## config.mk

```make
export PLATFORM = sky130hd
export DESIGN_NAME = relay_step_attenuator_control
export DESIGN_NICKNAME = d
export VERILOG_FILES = /design/src/rtl/core/rsa_pkg.sv /design/src/rtl/core/rsa_alu.sv /design/src/rtl/core/rsa_emit.sv /design/src/rtl/core/relay_step_attenuator_control.sv
export SDC_FILE = /design/constraint.sdc
export NUM_CORES = 1
export LEC_CHECK = 0
export ABC_AREA = 1
export BUFFER_PORTS_ARGS = -buffer_cell sky130_fd_sc_hd__buf_4
export CAP_MARGIN = 20
export CORE_ASPECT_RATIO = 0.7
export CORE_MARGIN = 3
export CORE_UTILIZATION = 52
export DETAILED_ROUTE_END_ITERATION = 16
export PLACE_DENSITY = 0.76
export SLEW_MARGIN = 15
export SYNTH_ARGS = -nofsm -noshare
export SYNTH_HDL_FRONTEND = slang
export SYNTH_HIERARCHICAL = 1
export SYNTH_SLANG_ARGS = --single-unit
```

## constraint.sdc

```tcl
create_clock -name clk -period 8.6 [get_ports clk]
set_clock_uncertainty 0.1 [all_clocks]
set_input_delay 0.43 -clock clk [delete_from_list [all_inputs] [get_ports clk]]
set_output_delay 0.43 -clock clk [all_outputs]
set_load 0.03 [all_outputs]
```

## src/rtl/core/rsa_pkg.sv

```systemverilog
// Shared types, constants and section tables for the relay step attenuator.
// No dependencies; every module of the block imports it.
package rsa_pkg;

  localparam int NUM_RELAYS   = 7;
  localparam int IDX_W        = 3;
  localparam int NUM_SECTIONS = 5;
  localparam int ALU_W        = 16;

  // Relay numbering on the coil driver
  localparam logic [IDX_W-1:0] RELAY_40A  = 3'd0;
  localparam logic [IDX_W-1:0] RELAY_20A  = 3'd1;
  localparam logic [IDX_W-1:0] RELAY_1DB  = 3'd2;
  localparam logic [IDX_W-1:0] RELAY_20B  = 3'd3;
  localparam logic [IDX_W-1:0] RELAY_10DB = 3'd4;
  localparam logic [IDX_W-1:0] RELAY_40B  = 3'd5;
  localparam logic [IDX_W-1:0] RELAY_RF   = 3'd6;

  // Configuration register indexes (address bit 2)
  localparam logic REG_STEP_SIZE = 1'b0;
  localparam logic REG_MAX_ATTEN = 1'b1;

  localparam logic [7:0] STEP_SIZE_RST = 8'd1;
  localparam logic [7:0] MAX_ATTEN_RST = 8'd131;

  typedef logic [NUM_RELAYS-1:0] relay_vec_t;

  typedef struct packed {
    logic [ALU_W-1:0] a;
    logic [ALU_W-1:0] b;
  } alu_op_t;

  typedef struct packed {
    logic [ALU_W-1:0] diff;
    logic             ge;
  } alu_res_t;

  typedef struct packed {
    logic       start;
    relay_vec_t diff;
    relay_vec_t want;
  } emit_cmd_t;

  // Greedy split order: 40A, 40B, 20A, 20B, 10
  function automatic logic [5:0] sec_size(input logic [2:0] k);
    logic [5:0] s;
    case (k)
      3'd0, 3'd1: s = 6'd40;
      3'd2, 3'd3: s = 6'd20;
      3'd4:       s = 6'd10;
      default:    s = 6'd0;
    endcase
    return s;
  endfunction

  function automatic logic [IDX_W-1:0] sec_relay(input logic [2:0] k);
    logic [IDX_W-1:0] r;
    case (k)
      3'd0:    r = RELAY_40A;
      3'd1:    r = RELAY_40B;
      3'd2:    r = RELAY_20A;
      3'd3:    r = RELAY_20B;
      3'd4:    r = RELAY_10DB;
      default: r = RELAY_RF;
    endcase
    return r;
  endfunction

endpackage

```

## src/rtl/core/rsa_alu.sv

```systemverilog
// Shared compare-subtract unit: a - b with an a >= b flag.
// Depends on rsa_pkg for the operand and result types.
module rsa_alu (
  input  rsa_pkg::alu_op_t  op,
  output rsa_pkg::alu_res_t res
);
  import rsa_pkg::*;

  logic [ALU_W:0] sub;

  assign sub      = {1'b0, op.a} - {1'b0, op.b};
  assign res.diff = sub[ALU_W-1:0];
  assign res.ge   = ~sub[ALU_W];

endmodule

```

## src/rtl/core/rsa_emit.sv

```systemverilog
// Pulse command emitter: walks the changed-relay mask one relay per cycle
// unless stalled, and drives the registered result channel. Needs rsa_pkg.
module rsa_emit (
  input  logic                        clk,
  input  logic                        rst_n,
  input  rsa_pkg::emit_cmd_t          cmd,
  output logic                        busy,
  output logic                        out_valid,
  input  logic                        out_ready,
  output logic [rsa_pkg::IDX_W-1:0]   out_relay_index,
  output logic                        out_coil_on,
  output logic                        out_last
);
  import rsa_pkg::*;

  logic             busy_r, busy_nxt;
  relay_vec_t       pend_r, pend_nxt;
  relay_vec_t       want_r, want_nxt;
  logic [IDX_W-1:0] idx_r, idx_nxt;
  logic             out_valid_r, out_valid_nxt;
  logic [IDX_W-1:0] out_idx_r, out_idx_nxt;
  logic             out_coil_r, out_coil_nxt;
  logic             out_last_r, out_last_nxt;
  relay_vec_t       cur_bit;
  relay_vec_t       pend_left;
  logic             load_ok;

  assign cur_bit   = relay_vec_t'(1) << idx_r;
  assign pend_left = pend_r & ~cur_bit;
  assign load_ok   = ~out_valid_r | out_ready;

  always_comb begin
    busy_nxt      = busy_r;
    pend_nxt      = pend_r;
    want_nxt      = want_r;
    idx_nxt       = idx_r;
    out_valid_nxt = out_valid_r & ~out_ready;
    out_idx_nxt   = out_idx_r;
    out_coil_nxt  = out_coil_r;
    out_last_nxt  = out_last_r;
    if (cmd.start) begin
      pend_nxt = cmd.diff;
      want_nxt = cmd.want;
      idx_nxt  = '0;
      busy_nxt = |cmd.diff;
    end else if (busy_r) begin
      if (pend_r[idx_r]) begin
        // hold until the output register is free
        if (load_ok) begin
          out_valid_nxt = 1'b1;
          out_idx_nxt   = idx_r;
          out_coil_nxt  = want_r[idx_r];
          out_last_nxt  = ~|pend_left;
          pend_nxt      = pend_left;
          idx_nxt       = idx_r + IDX_W'(1);
          busy_nxt      = |pend_left;
        end
      end else begin
        idx_nxt = idx_r + IDX_W'(1);
      end
    end
  end

  always_ff @(posedge clk) begin
    if (!rst_n) begin
      busy_r      <= 1'b0;
      out_valid_r <= 1'b0;
      pend_r      <= '0;
      idx_r       <= '0;
    end else begin
      busy_r      <= busy_nxt;
      out_valid_r <= out_valid_nxt;
      pend_r      <= pend_nxt;
      idx_r       <= idx_nxt;
    end
    want_r     <= want_nxt;
    out_idx_r  <= out_idx_nxt;
    out_coil_r <= out_coil_nxt;
    out_last_r <= out_last_nxt;
  end

  assign busy            = busy_r;
  assign out_valid       = out_valid_r;
  assign out_relay_index = out_idx_r;
  assign out_coil_on     = out_coil_r;
  assign out_last        = out_last_r;

endmodule

```

## src/rtl/core/relay_step_attenuator_control.sv

```systemverilog
// Relay step attenuator control, top level: config registers, sequencer
// around one shared compare-subtract unit, and the pulse emitter.
// From request to first pulse command: 15 divide steps, subtract, clamp, 5 section
// steps, then the emitter scans the relays from 0 up to the first changed relay.
// A new request is taken only once the emitter is done (one relay per cycle, held on stalls).
// Synchronous active-low reset: registers to step 1 / max 131, all relays off.
module relay_step_attenuator_control (
  input  logic                        clk,
  input  logic                        rst_n,
  input  logic                        in_valid,
  output logic                        in_ready,
  input  logic signed [15:0]          in_request_db,
  output logic                        out_valid,
  input  logic                        out_ready,
  output logic [rsa_pkg::IDX_W-1:0]   out_relay_index,
  output logic                        out_coil_on,
  output logic                        out_last,
  input  logic                        psel,
  input  logic                        penable,
  input  logic                        pwrite,
  input  logic [2:0]                  paddr,
  input  logic [31:0]                 pwdata,
  output logic [31:0]                 prdata,
  output logic                        pready
);
  import rsa_pkg::*;

  localparam logic [2:0] S_IDLE  = 3'd0;
  localparam logic [2:0] S_DIV   = 3'd1;
  localparam logic [2:0] S_ATT   = 3'd2;
  localparam logic [2:0] S_CLAMP = 3'd3;
  localparam logic [2:0] S_SPLIT = 3'd4;
  localparam logic [2:0] S_EMIT  = 3'd5;

  logic [2:0]       state_r, state_nxt;
  logic [3:0]       cnt_r, cnt_nxt;
  logic [14:0]      dvd_r, dvd_nxt;
  logic [7:0]       rem_r, rem_nxt;
  logic [15:0]      work_r, work_nxt;
  relay_vec_t       want_r, want_nxt;
  logic             att_nz_r, att_nz_nxt;
  relay_vec_t       relay_state_r, relay_state_nxt;
  logic [7:0]       step_r, max_r;
  logic [7:0]       step_eff;
  logic             div_bit;
  relay_vec_t       want_fin;
  alu_op_t          alu_op;
  alu_res_t         alu_res;
  emit_cmd_t        emit_cmd;
  logic             emit_busy;
  logic             cfg_wr;

  // Configuration port
  assign pready = 1'b1;
  assign cfg_wr = psel & penable & pwrite;

  always_ff @(posedge clk) begin
    if (!rst_n) begin
      step_r <= STEP_SIZE_RST;
      max_r  <= MAX_ATTEN_RST;
    end else if (cfg_wr) begin
      if (paddr[2] == REG_STEP_SIZE) begin
        step_r <= pwdata[7:0];
      end else begin
        max_r <= pwdata[7:0];
      end
    end
  end

  assign prdata = (paddr[2] == REG_MAX_ATTEN) ? {24'd0, max_r} : {24'd0, step_r};

  rsa_alu u_alu (
    .op  (alu_op),
    .res (alu_res)
  );

  assign step_eff = (step_r == 8'd0) ? 8'd1 : step_r;
  assign div_bit  = dvd_r[cnt_r];
  assign in_ready = (state_r == S_IDLE);

  always_comb begin
    alu_op.a = '0;
    alu_op.b = '0;
    case (state_r)
      S_DIV: begin
        alu_op.a = {7'd0, rem_r, div_bit};
        alu_op.b = {8'd0, step_eff};
      end
      S_ATT: begin
        alu_op.a = {1'b0, dvd_r};
        alu_op.b = {8'd0, rem_r};
      end
      S_CLAMP: begin
        alu_op.a = {8'd0, max_r};
        alu_op.b = work_r;
      end
      S_SPLIT: begin
        alu_op.a = work_r;
        alu_op.b = {10'd0, sec_size(cnt_r[2:0])};
      end
      default: begin
        alu_op.a = '0;
        alu_op.b = '0;
      end
    endcase
  end

  always_comb begin
    state_nxt       = state_r;
    cnt_nxt         = cnt_r;
    dvd_nxt         = dvd_r;
    rem_nxt         = rem_r;
    work_nxt        = work_r;
    want_nxt        = want_r;
    att_nz_nxt      = att_nz_r;
    relay_state_nxt = relay_state_r;
    want_fin        = '0;
    emit_cmd.start  = 1'b0;
    emit_cmd.diff   = '0;
    emit_cmd.want   = '0;
    case (state_r)
      S_IDLE: begin
        if (in_valid) begin
          // negative requests are replaced by zero, so they quantize and clamp to zero
          dvd_nxt   = in_request_db[15] ? 15'd0 : in_request_db[14:0];
          rem_nxt   = '0;
          cnt_nxt   = 4'd14;
          state_nxt = S_DIV;
        end
      end
      S_DIV: begin
        // restoring division, one dividend bit per cycle; only the remainder is kept
        rem_nxt = alu_res.ge ? alu_res.diff[7:0] : alu_op.a[7:0];
        cnt_nxt = cnt_r - 4'd1;
        if (cnt_r == 4'd0) begin
          state_nxt = S_ATT;
        end
      end
      S_ATT: begin
        work_nxt  = alu_res.diff;
        state_nxt = S_CLAMP;
      end
      S_CLAMP: begin
        work_nxt   = alu_res.ge ? work_r : {8'd0, max_r};
        att_nz_nxt = alu_res.ge ? (work_r != 16'd0) : (max_r != 8'd0);
        want_nxt   = '0;
        cnt_nxt    = '0;
        state_nxt  = S_SPLIT;
      end
      S_SPLIT: begin
        if (alu_res.ge) begin
          work_nxt = alu_res.diff;
          want_nxt[sec_relay(cnt_r[2:0])] = 1'b1;
        end
        cnt_nxt = cnt_r + 4'd1;
        if (cnt_r == 4'(NUM_SECTIONS - 1)) begin
          want_fin = want_nxt;
          want_fin[RELAY_1DB] = (work_nxt != 16'd0);
          want_fin[RELAY_RF]  = att_nz_r;
          emit_cmd.start  = 1'b1;
          emit_cmd.diff   = want_fin ^ relay_state_r;
          emit_cmd.want   = want_fin;
          relay_state_nxt = want_fin;
          state_nxt       = S_EMIT;
        end
      end
      S_EMIT: begin
        if (!emit_busy) begin
          state_nxt = S_IDLE;
        end
      end
      default: begin
        state_nxt = S_IDLE;
      end
    endcase
  end

  always_ff @(posedge clk) begin
    if (!rst_n) begin
      state_r       <= S_IDLE;
      relay_state_r <= '0;
      cnt_r         <= '0;
    end else begin
      state_r       <= state_nxt;
      relay_state_r <= relay_state_nxt;
      cnt_r         <= cnt_nxt;
    end
    dvd_r    <= dvd_nxt;
    rem_r    <= rem_nxt;
    work_r   <= work_nxt;
    want_r   <= want_nxt;
    att_nz_r <= att_nz_nxt;
  end

  rsa_emit u_emit (
    .clk             (clk),
    .rst_n           (rst_n),
    .cmd             (emit_cmd),
    .busy            (emit_busy),
    .out_valid       (out_valid),
    .out_ready       (out_ready),
    .out_relay_index (out_relay_index),
    .out_coil_on     (out_coil_on),
    .out_last        (out_last)
  );

endmodule

```

==> parameters.txt <==
Parameter                              Value

Status
  Run status ... finished clean

Timing
  Share of the cycle needed by the critical path after routing ... 0.652
  Worst Tran Pin Value ... 0.743 ns
  Aggregate negative setup slack ... 0 ns
  Smallest setup slack after layout ... 2.99 ns
  Relative slew margins ... 0.504
  Minimum clock period after layout ... 5.61 ns
  Fin. max-slew vios ... 0
  Fmax achieved ... 178 MHz
  Number of hold violations in the final report ... 0
  Final setup violation count ... 0
  RSZ-0062 raised after global routing ... no

Floorplanning
  Die ar. ... 15,000 µm²
  Height of the chip ... 103 µm
  Area of the core ... 12,800 µm²
  Width of the die ... 145 µm
  Effective utilization at floorplan ... 0.549
  Placement row count ... 34
  I/O Pins ... 98

CTS
  Clock tree from TritonCTS ... yes
  Clock Sinks ... 99
  Clock transition at the registers of the reported paths ... 0.07 ns
  Depth of the CTS H-tree ... 3
  Post-CTS setup repair buffer count ... 0
  Number of buffers added by the clock tree synthesis step ... 9
  Post-cts gate resize count ... 0
  Worst-skew pair later-pin latency ... 0.35 ns
  CTS Root Buffer Type ... sky130_fd_sc_hd__clkbuf_16
  Maximum clock path buffer count ... 2
  Hold-fix buffers, CTS ... 0

Power
  Static leakage ... 3.60 nW
  Power per cell area ... 473 nW/µm²
  Worst ir drop on vdd ... 323 µV
  Switching Share ... 0.529
  Net Sw Power ... 1.91 mW
  Int Power ... 1.69 mW
  Overall power consumption ... 3.60 mW
  Combinational Power Share ... 0.666
  Share of total power in sequential cells ... 0.219
  Share of total power in the clock network ... 0.115

Drt
  Residual DRC count ... 0
  Mean routed wirelength per cell ... 15.5 µm
  Vias per Instance ... 5.40
  Detailed-route via count ... 6,397
  Number of optimization iterations in the first detailed-route pass ... 6
  Routed wire length ... 18.4 mm
  Drt initial violations ... 805
  Number of nets still failing antenna checks after routing ... 0

Finish
  Antenna diode instance count ... 0
  Highest-count cells in the layout ignoring fill and taps ... sky130_fd_sc_hd__nand2_1 (246), sky130_fd_sc_hd__inv_1 (144), sky130_fd_sc_hd__nor2_1 (103)
  Count of filler cells inserted in the layout ... 1,184
  Ratio of cells with drive above 1 in the final layout ... 0.128
  Relative area change from synthesis to final layout ... 8.32%
  Final instance count without filler cells ... 1,185
  Most common cell after layout, fill and taps aside ... sky130_fd_sc_hd__nand2_1
  Number of nets in the layout ... 1,083

Global routing
  Antenna violations before repair ... 0
  Grt ovf ... 0
  Vias in the first global route ... 5,600
  Largest net degree at the start of global routing ... 40
  Wire length of the first global-routing pass ... 29.3 mm
  GRT Resource Usage Total ... 0.246

Synth
  Top cell type's share of synthesized area ... 0.243
  Leading area contributor after synthesis ... sky130_fd_sc_hd__edfxtp_1
  Count of cell types in the netlist ... 52
  Top cells by area, synth ... sky130_fd_sc_hd__edfxtp_1 (24%), sky130_fd_sc_hd__nand2_1 (13%), sky130_fd_sc_hd__dfxtp_1 (12%)
  Number of synthesized register bits ... 99
  Sequential element share of the synthesized area ... 0.363
  Ys async rst share ... 0
  Number of synthesis warnings ... 6
  Flip-flop cell with the highest count after synthesis ... sky130_fd_sc_hd__edfxtp_1
  Number of synthesized flops with an enable pin ... 57
  Post-Syn Instances ... 971
  Netlist Area Pre-Place ... 7040 µm²
  Avg Cell Area, Syn ... 7.25 µm²

Place
  Post-DP HPWL ... 13.9 mm
  Global placement routability congestion ... 0.934
  DP Cell Count ... 1,169
  Number of port buffers ... 46
  Worst slack after detailed placement ... 3.23 ns

Setup path
  Worst path arrival time ... 5.74 ns
  Maximum fanout along the worst path ... 34
  Worst setup slack for register-to-register paths ... 2.99 ns
  Worst setup EP type ... flip-flop
  Critical Path Source Type ... flip-flop
  Path type of the worst setup path ... reg -> reg
  Worst endpoint required time ... 8.73 ns

Worst hold path
  Class of the tightest hold or removal check ... in -> reg

Job
  Maximum capacitance violations ... 0
==> power groups by stage <==
| stage | sequential [mW] | clock, mW | combinational [mW] |
|---|---|---|---|
| after detailed placement | 0.798 | 0 | 2.31 |
| after floorplan | 0.763 | 0 | 1.91 |
| after global routing | 0.803 | 0.434 | 2.68 |
| after CTS | 0.788 | 0.419 | 2.32 |
| final | 0.790 | 0.413 | 2.40 |
| after global placement | 0.792 | 0 | 2.25 |
==> state kept, by name (all words and copies together) (netlist names) <==
register / count
work_r: 16
dvd_r: 15
max_r: 8
rem_r: 8
step_r: 8
relay_state_r: 7
u_emit/pend_r: 7
u_emit/want_r: 7
want_r: 5
cnt_r: 4
state_r: 3
u_emit/idx_r: 3
u_emit/out_relay_index: 3
att_nz_r: 1
u_emit/busy: 1
u_emit/out_coil_on: 1
u_emit/out_last: 1
u_emit/out_valid: 1
==> layout make-up <==
class | instances | area (µm²) | share of cell area
Clock inverter | 6 | 51.3 | 0.00673
Clock buffer | 10 | 250 | 0.0328
Sequential cell | 99 | 2550 | 0.335
Timing Repair Buffer | 49 | 368 | 0.0483
Tap cell | 180 | 225 | 0.0296
Multi-Input combinational cell | 681 | 3560 | 0.467
Inverter | 160 | 618 | 0.0811
==> worst max-delay path: stages (launching register included) <==
cell and delay, ns:
sky130_fd_sc_hd__dfxtp_1 0.49, sky130_fd_sc_hd__inv_2 0.08, sky130_fd_sc_hd__nand2_2 0.39, sky130_fd_sc_hd__clkinv_1 0.43, sky130_fd_sc_hd__o21ai_0 0.29, sky130_fd_sc_hd__o221ai_1 0.19
sky130_fd_sc_hd__ha_1 0.27, sky130_fd_sc_hd__fa_1 0.48, sky130_fd_sc_hd__inv_1 0.10, sky130_fd_sc_hd__nand3_1 0.07, sky130_fd_sc_hd__nand3_1 0.14, sky130_fd_sc_hd__nand2_1 0.07
sky130_fd_sc_hd__nand3_1 0.12, sky130_fd_sc_hd__nand3b_1 0.09, sky130_fd_sc_hd__nand2_1 0.06, sky130_fd_sc_hd__buf_4 0.33, sky130_fd_sc_hd__inv_1 0.35, sky130_fd_sc_hd__nor2_1 0.27
sky130_fd_sc_hd__a21oi_1 0.15, sky130_fd_sc_hd__inv_1 0.09, sky130_fd_sc_hd__a21oi_1 0.07, sky130_fd_sc_hd__o21a_1 0.15, sky130_fd_sc_hd__nor4_1 0.22, sky130_fd_sc_hd__nand2_1 0.10
sky130_fd_sc_hd__o21ai_0 0.25, sky130_fd_sc_hd__a21oi_1 0.11
==> per-stage QoR <==
step           cell area (µm²)  hold slack, ns  utilization
5_1_grt                   7620           0.206        0.595
6_report                  7620           0.204        0.595
2_1_floorplan             7120           0.352            -
3_5_place_dp              7320           0.368        0.572
3_3_place_gp              7310           0.362        0.571
4_1_cts                   7620           0.200        0.595
==> cell families after synthesis <==
family          share of synthesized area
fa+ha+maj                          0.0466
xor+xnor                           0.0199
flops                               0.363
compound gates                      0.139
simple gates                        0.286
buf+inv                             0.144
other cells                       0.00107
==> worst paths after layout <==
check	end	depth (start not counted)	start
setup / recovery	u_emit/busy$_SDFF_PN0_	25	state_r[2]$_SDFFE_PN0P_
hold / removal	max_r[0]$_SDFFE_PN1P_	3	pwdata[0]
setup reg to reg	u_emit/busy$_SDFF_PN0_	25	state_r[2]$_SDFFE_PN0P_
hold reg to reg	relay_state_r[6]$_SDFFE_PN0P_	2	relay_state_r[6]$_SDFFE_PN0P_
==> per-layer routing <==
metal  routed length [µm]  part of all wire  track usage
met1                 8840              0.48        0.379
met2                 7180              0.39        0.345
met3                 2180              0.12       0.0618
met4                  203             0.011       0.0562
met5                    0                 0            0
==> cells in the mapped netlist (all sizes together), types with 7 or more instances <==
cell type,n
ha,23
nor3,7
buf,46
clkbuf,8
a21oi,58
xor2,11
o2111ai,9
inv,159
dfxtp,42
nand2,266
o22ai,8
nor2,114
edfxtp,57
o21ai,66
nand4,8
nand3,49
(Power assumes the default switching activity.)
